### src/rtl/core/jst_pkg.sv
// Shared types and constants of the job status table.
// No dependencies; all files but jst_ram use this package, by scoped names or by import.
`timescale 1ns / 1ps

package jst_pkg;

	localparam int JOB_SLOTS = 4096;
	localparam int JOB_AW    = 12;
	localparam int CNT_W     = 13;
	localparam int NUM_CNT   = 7;

	localparam logic [JOB_AW:0]  SLOT_END   = 13'd4096;
	localparam logic [CNT_W-1:0] SLOT_COUNT = 13'd4096;

	// status codes held in the store
	localparam logic [2:0] ST_PENDING  = 3'd0;
	localparam logic [2:0] ST_RUNNING  = 3'd1;
	localparam logic [2:0] ST_RETURNED = 3'd2;
	localparam logic [2:0] ST_CANCELED = 3'd3;
	localparam logic [2:0] ST_FAILED   = 3'd4;
	localparam logic [2:0] ST_DONE     = 3'd5;
	localparam logic [2:0] ST_BORROWED = 3'd6;
	localparam logic [2:0] ST_ABSENT   = 3'd7;
	localparam logic [2:0] NOT_FOUND   = 3'd6;

	// opcodes
	localparam logic [3:0] OP_CHANGE  = 4'd0;
	localparam logic [3:0] OP_SET     = 4'd1;
	localparam logic [3:0] OP_QUERY   = 4'd2;
	localparam logic [3:0] OP_TAKE    = 4'd3;
	localparam logic [3:0] OP_BORROW  = 4'd4;
	localparam logic [3:0] OP_GIVE    = 4'd5;
	localparam logic [3:0] OP_RANGE   = 4'd6;
	localparam logic [3:0] OP_RECYCLE = 4'd7;
	localparam logic [3:0] OP_CLEAR   = 4'd8;
	localparam logic [3:0] OP_STAT    = 4'd9;

	typedef struct packed {
		logic [3:0]        opcode;
		logic [JOB_AW-1:0] job_number;
		logic [JOB_AW-1:0] range_end;
		logic [2:0]        new_status;
	} in_item_t;

	typedef struct packed {
		logic [JOB_AW-1:0] found_job;
		logic [2:0]        prior_status;
		logic              invalid_change;
		logic [CNT_W-1:0]  status_count;
	} out_item_t;

	typedef enum logic [2:0] {
		CL_POINT,
		CL_SEARCH,
		CL_RANGE,
		CL_RECYCLE,
		CL_CLEAR,
		CL_COUNT,
		CL_FIRST,
		CL_NONE
	} cls_t;

	typedef struct packed {
		in_item_t item;
		cls_t     cls;
	} cmd_t;

endpackage

### src/rtl/core/jst_front.sv
// Front end: accepts items, classifies them, holds them in a two-entry queue.
// Depends on jst_pkg.
`timescale 1ns / 1ps

module jst_front (
	input  logic              clk,
	input  logic              arst_n,
	input  logic              cmd_valid,
	output logic              cmd_stall,
	input  jst_pkg::in_item_t cmd,
	output logic              head_valid,
	output jst_pkg::cmd_t     head,
	input  logic              pop
);

	jst_pkg::cmd_t ent_q [2];
	logic [1:0]    fill_q;
	logic          rd_q;
	logic          push;
	logic          wr_sel;

	function automatic jst_pkg::cls_t classify(input jst_pkg::in_item_t it);
		jst_pkg::cls_t c;
		c = jst_pkg::CL_NONE;
		unique case (it.opcode)
			jst_pkg::OP_CHANGE, jst_pkg::OP_SET, jst_pkg::OP_QUERY,
			jst_pkg::OP_GIVE:    c = jst_pkg::CL_POINT;
			jst_pkg::OP_TAKE,
			jst_pkg::OP_BORROW:  c = jst_pkg::CL_SEARCH;
			jst_pkg::OP_RANGE:   c = jst_pkg::CL_RANGE;
			jst_pkg::OP_RECYCLE: c = jst_pkg::CL_RECYCLE;
			jst_pkg::OP_CLEAR:   c = jst_pkg::CL_CLEAR;
			jst_pkg::OP_STAT:    c = (it.range_end == '0) ? jst_pkg::CL_COUNT
				: jst_pkg::CL_FIRST;
			default:             c = jst_pkg::CL_NONE;
		endcase
		return c;
	endfunction

	assign cmd_stall  = (fill_q == 2'd2);
	assign push       = cmd_valid && !cmd_stall;
	assign head_valid = (fill_q != 2'd0);
	assign head       = ent_q[rd_q];
	assign wr_sel     = rd_q ^ fill_q[0];

	always_ff @(posedge clk) begin
		if (push) begin
			ent_q[wr_sel] <= '{item: cmd, cls: classify(cmd)};
		end
	end

	always_ff @(posedge clk or negedge arst_n) begin
		if (!arst_n) begin
			fill_q <= 2'd0;
			rd_q   <= 1'b0;
		end else begin
			if (pop) begin
				rd_q <= ~rd_q;
			end
			fill_q <= fill_q + {1'b0, push} - {1'b0, pop};
		end
	end

endmodule

### config.mk
export PLATFORM = sky130hd
export DESIGN_NAME = jst_front
export DESIGN_NICKNAME = d
export VERILOG_FILES = /design/src/rtl/core/jst_pkg.sv /design/src/rtl/core/jst_front.sv
export SDC_FILE = /design/constraint.sdc
export NUM_CORES = 1
export LEC_CHECK = 0
export ABC_AREA = 1
export BUFFER_PORTS_ARGS = -buffer_cell sky130_fd_sc_hd__buf_2
export CORE_MARGIN = 4
export CORE_UTILIZATION = 30
export CTS_BUF_LIST = sky130_fd_sc_hd__clkbuf_4 sky130_fd_sc_hd__clkbuf_8
export CTS_CLUSTER_SIZE = 24
export DETAILED_ROUTE_END_ITERATION = 8
export PLACE_DENSITY = 0.53
export SYNTH_ARGS = -nofsm -noshare
export SYNTH_HDL_FRONTEND = slang
export SYNTH_SLANG_ARGS = --single-unit
### constraint.sdc
create_clock -name clk -period 2.8 [get_ports clk]
set_clock_uncertainty 0.1 [all_clocks]
set_input_delay 0.42 -clock clk [delete_from_list [all_inputs] [get_ports clk]]
set_output_delay 0.42 -clock clk [all_outputs]
set_load 0.005 [all_outputs]
==> impl_metrics.yaml, run 1 <==
synth:
  synth_area_sq_mm: 0.00289
  yosysUniqueCellTypes: 19
  syn_nets: 187
  syn_area_per_cell_sq_um: 19.2
  ys_ff_latch: 71
  ys.warnings.count: 0
  synthCells: 150
  yosysSeqAreaShare_pct: 73.3
sta:
  rsz0062_at_grt: "no"
  finalCriticalPeriod_ns: 2.46
  max_slew.worst_pin.slew_ns: 0.743
  setup_viol: 0
  relSlewSlack_pct: 49.9
  max_freq_mhz: 407
  tns_ns: 0
  finalCritPeriodShare_pct: 87.8
  drv_slew: 0
  finalHoldViolCount: 0
  setup_slack_ns: 0.341
critical_path:
  r2r_start: "rd_q"
  cp_max_fo: 21
  cp-startpoint: "rd_q"
  critPathRequiredTime_ns: 2.28
  end_kind: "output port"
  crit_arrival_ns: 1.94
  cp_slowest_stage_delay_ns: 0.67
  path_cells: "buf_4 -> mux2_2 -> buf_2"
  path_class: "reg -> out"
  start_kind: "flip-flop"
  crit_path_top_delay_cell: "dfrtp_2"
drt:
  drtIter0Drc: 46
  antenna_left: 0
  viasPerCell: 4.05
  routedWlPerCell_um: 13.6
  dr_total_vias: 1475
  drc: 0
  dr.pass1.iters: 5
  wl_um: 4950
placement:
  place.gp.congestion: 0.679
  portBuffers: 70
  place_ws_ns: 0.643
  dp_hpwl_um: 3570
power_and_ir_drop:
  p_leak_nw: 1.44
  ir_worst_vdd_mv: 0.241
  p_per_area_mw_per_mm2: 1060
clock_network:
  htreeDepth: 3
  root_buffer: "clkbuf_8"
  clock_path_buffers: 2
  cts_buffers: 9
  cts_sinks: 71
  cts_resized: 0
  path_clk_slew_ns: 0.07
  cts_tree: "done"
  clk_latency_ns: 0.33
global_route:
  overflow: 0
  grt_pass1_vias: 1473
  grt.total_usage_pct: 8.79
  grt_first_pass_wirelength_um: 7450
  grt_max_degree: 22
  antenna_found_initial: 0
floorplanning:
  io_pins: 71
  die_width_um: 106
  initial_utilization_pct: 31.1
  die_area_sq_mm: 0.0113
  core_area_sq_mm: 0.00928
  rows: 35
  die_height_um: 106
worst_hold_path:
  min-delay-path-class: "in -> reg"
  hold_path.startpoint: "cmd[22]"
finish:
  fill_cells: 877
  ff_latch_area_sq_mm: 0.00212
  final_util_pct: 38.5
  diodes: 0
  multi_input_area_sq_um: 691
  fin_nets: 268
  post_route_cells_drive_above_1_share_pct: 54.0
  syn_to_final_growth_pct: 24.0
status:
  status: "finished clean"
job:
  maxCapViolations: 0
final cells by class:
type                    count  share of cell area, %
clock buffers              11                   3.88
clock inverters             4                   1.33
inverters                   5                  0.524
multi-input cells          69                   19.3
flip-flops and latches     71                   59.2
well taps                 129                   4.51
repair buffers             75                   11.3
layer usage:
metal / track usage, % / vias up / routed length, um
met3: 3.83 / 4 / 399
met5: 0 / - / 0
met4: 3.61 / 0 / 70
met2: 14.2 / 51 / 2410
li1: - / 714 / -
met1: 10.2 / 706 / 2070
Yosys cell counts, drive strengths merged:
| master | n | area share [%] |
|---|---|---|
| and2 | 1 | 0.22 |
| buf | 4 | 2.5 |
| clkbuf | 1 | 0.13 |
| dfrtp | 3 | 2.6 |
| edfxtp | 68 | 71 |
| ha | 2 | 0.87 |
| inv | 5 | 0.65 |
| mux2 | 34 | 17 |
| nand2 | 11 | 1.4 |
| nand3 | 1 | 0.17 |
| nor2 | 11 | 1.4 |
| nor2b | 1 | 0.22 |
| o21a | 1 | 0.26 |
| o21ai | 2 | 0.35 |
| or2 | 1 | 0.22 |
| xnor2 | 2 | 0.61 |
| xor2 | 2 | 0.61 |
per-stage QoR:
stage	instance area, sq um	hold slack, ns	total power, mW	cells
after CTS	3580	0.155	3.87	364
after global placement	3380	0.126	3.09	348
after floorplan	2890	0.0244	2.65	150
after global routing	3580	0.152	4.02	364
after detailed placement	3380	0.128	3.09	348
final	3580	0.176	3.80	364
worst max-delay path, delay by kind of cell (launching register included):
family,cells,cell delay [ns]
buffers and inverters,2,0.57
flip-flops,1,0.67
multiplexers,1,0.38
final timing paths:
kind,depth (start not counted),slack (ns),to
min,1,0.18,ent_q[1][25]
max,3,0.34,head[1]
max reg2reg,3,0.68,ent_q[0][7]
min in group asynchronous,2,0.32,fill_q[1]
min reg2reg,2,0.48,fill_q[1]
max in group asynchronous,2,2.15,rd_q
state kept, by name, indices dropped and copies added, names as in the netlist:
name and count:
ent_q 68, fill_q 2, rd_q 1
layout by cell type, fill, tap and decap left out:
cell / count
clkinvlp_4: 1
xnor2_1: 2
ha_1: 2
nor2b_4: 1
mux2_4: 29
or2_2: 1
clkinv_2: 2
buf_4: 3
nand3_1: 1
nand2_1: 11
nor2_1: 10
xor2_1: 2
dfrtp_1: 2
o21ai_0: 2
dfrtp_2: 1
mux2_2: 5
and2_0: 1
edfxtp_1: 68
nor2_4: 1
buf_2: 70
dlygate4sd3_1: 1
inv_1: 5
clkbuf_4: 2
buf_12: 1
bufinv_16: 1
o21a_1: 1
clkbuf_8: 9
logic make-up (layout without fill, tap and decap cells):
group	count (synthesis)	after routing	synth area share, %
buf+inv	10	95	3.25
compound gates	3	3	0.607
flops	71	71	73.3
simple gates	26	26	3.68
xor+xnor	4	4	1.21
fa+ha+maj	2	2	0.867
mux	34	34	17.0
power by group:
part | total [mW] | switching, mW | internal (mW)
registers | 1.74 | 0.142 | 1.60
logic | 1.29 | 0.573 | 0.718
clock network | 0.763 | 0.339 | 0.423
total | 3.80 | 1.05 | 2.74
what timing repair did:
item                                    CTS  global route
endpoints found under the setup margin    0             0
hold buffers                              1             0
setup buffers                             0             0
hold endpoints to repair                  3             0
Power figures use the tool's default switching activity.
==> run 2, diff against run 1 <==
--- a/config.mk
+++ b/config.mk
@@ -8,11 +8,11 @@
 export ABC_AREA = 1
 export BUFFER_PORTS_ARGS = -buffer_cell sky130_fd_sc_hd__buf_2
 export CORE_MARGIN = 4
-export CORE_UTILIZATION = 30
+export CORE_UTILIZATION = 41
 export CTS_BUF_LIST = sky130_fd_sc_hd__clkbuf_4 sky130_fd_sc_hd__clkbuf_8
 export CTS_CLUSTER_SIZE = 24
 export DETAILED_ROUTE_END_ITERATION = 8
-export PLACE_DENSITY = 0.53
+export PLACE_DENSITY = 0.65
 export SYNTH_ARGS = -nofsm -noshare
 export SYNTH_HDL_FRONTEND = slang
 export SYNTH_SLANG_ARGS = --single-unit
==> constraint.sdc (replaced) <==
create_clock -name clk -period 3.09 [get_ports clk]
set_clock_uncertainty 0.1 [all_clocks]
set_input_delay 0.4635 -clock clk [delete_from_list [all_inputs] [get_ports clk]]
set_output_delay 0.4635 -clock clk [all_outputs]
set_load 0.005 [all_outputs]
==> run 2 against run 1 <==
Wire length decreased by 5.7%. Worst hold slack gained 0.042 ns. Die area down 25%. Non-clock buffer count fell by 1. Global-route usage increased by 3.1 points. Sequential share of layout area rose by 1.2 points. Final cell count decreased by 9.3%. Final area decreased by 2.0%. First-iteration DRC count shrank 2.2%. Sequential power down 9.8%. Sequential cell count is the same. Largest power group unchanged. Highest routed layer unchanged.
==> impl_metrics.yaml, run 2 (same netlist as run 1, synthesis figures left out) <==
status:
  status: "finished clean"
finish:
  diodes: 0
  syn_to_final_growth_pct: 21.5
  final_cells: 330
  post_route_cells_drive_above_1_share_pct: 53.0
  largest_reg_flops: 68
  final_cell_mix: "70 x buf_2, 68 x edfxtp_1, 29 x mux2_4"
  fin_nets: 267
  fin_area_sq_mm: 0.00351
  final_common_cell: "buf_2"
  top_regs: "ent_q x68, fill_q x2, rd_q x1"
  regMostFlops: "ent_q"
  final_util_pct: 51.3
sta:
  max_slew.worst_pin.slew_ns: 0.763
  drv_slew: 0
  finalCriticalPeriod_ns: 2.50
  rsz0062_at_grt: "no"
  tns_ns: 0
  finalCritPeriodShare_pct: 80.9
  max_freq_mhz: 400
  setup_viol: 0
  setup_slack_ns: 0.591
  relSlewSlack_pct: 48.6
  finalHoldViolCount: 0
placement:
  portBuffers: 70
  dp.cells: 314
  dpl-instance-area_sq_mm: 0.00332
  place_ws_ns: 0.923
  dp_hpwl_um: 3150
  place.gp.congestion: 0.678
global_route:
  grt_pass1_vias: 1522
  overflow: 0
  grt_max_degree: 35
  grt.total_usage_pct: 11.9
  grt_first_pass_wirelength_um: 7380
  antenna_found_initial: 0
floorplanning:
  die_height_um: 91.9
  die_area_sq_mm: 0.00845
  core_area_sq_mm: 0.00683
  io_pins: 71
  die_width_um: 91.9
  rows: 30
  initial_utilization_pct: 42.3
drt:
  drtIter0Drc: 45
  antenna_left: 0
  dr.pass1.iters: 4
  routedWlPerCell_um: 14.1
  drc: 0
  wl_um: 4660
  dr_total_vias: 1446
  viasPerCell: 4.38
critical_path:
  r2r_start: "fill_q[0]"
  end_kind: "output port"
  path_class: "reg -> out"
  critPathRequiredTime_ns: 2.53
  cp-startpoint: "rd_q"
  cp_max_fo: 23
  crit_arrival_ns: 1.94
  start_kind: "flip-flop"
clock_network:
  htreeDepth: 3
  root_buffer: "clkbuf_8"
  clock_path_buffers: 2
  clk_latency_ns: 0.33
  cts_sinks: 71
  cts_tree: "done"
  postCtsSetupRepairBufs: 0
  cts_buffers: 9
  cts_resized: 0
  ctsHoldBuffers: 1
  path_clk_slew_ns: 0.07
worst_hold_path:
  hold_path.startpoint: "cmd[20]"
  min-delay-path-class: "in -> reg"
job:
  maxCapViolations: 0
power_and_ir_drop:
  p_per_area_mw_per_mm2: 966
  p_leak_nw: 1.42
  ir_worst_vdd_mv: 0.435
[run 2: power by group]
| group | total [mW] | leakage, nW | switching (mW) | internal [mW] |
|---|---|---|---|---|
| Sequential | 1.57 | 0.665 | 0.122 | 1.45 |
| Combinational | 1.14 | 0.666 | 0.519 | 0.624 |
| Clock | 0.670 | 0.0937 | 0.312 | 0.358 |
| Total | 3.39 | 1.42 | 0.953 | 2.43 |
[run 2: path summary, 6_finish.rpt]
| kind | to | slack [ns] | depth (start not counted) |
|---|---|---|---|
| max in group asynchronous | rd_q | 2.41 | 2 |
| hold / removal | ent_q[1][23] | 0.22 | 1 |
| setup reg to reg | fill_q[1] | 1.00 | 6 |
| min in group asynchronous | fill_q[1] | 0.36 | 2 |
| hold reg to reg | fill_q[1] | 0.48 | 2 |
| setup / recovery | head[3] | 0.59 | 3 |
[run 2: routing by layer]
metal	wire (um)	track usage, %
met1	2080	13.9
met2	2160	18.6
met3	345	5.09
met4	71	5.94
met5	0	0
[run 2: area by class of cell]
type	instances	area, sq um
Timing Repair Buffer	74	383
Clock buffer	9	124
Multi-Input combinational cell	69	691
Clock inverter	6	52.6
Inverter	5	18.8
Tap cell	96	120
Sequential cell	71	2120
Fill cell	614	3320
[run 2: critical path: stages (launching register included)]
cell	delay, ns
dfrtp_2	0.62
buf_4	0.44
mux2_2	0.39
buf_2	0.13
[run 2: per-stage QoR]
step	total power, mW	hold slack (ns)
2_1_floorplan	2.40	0.0679
6_report	3.39	0.217
3_5_place_dp	2.77	0.168
5_1_grt	3.59	0.192
3_3_place_gp	2.75	0.167
4_1_cts	3.44	0.200
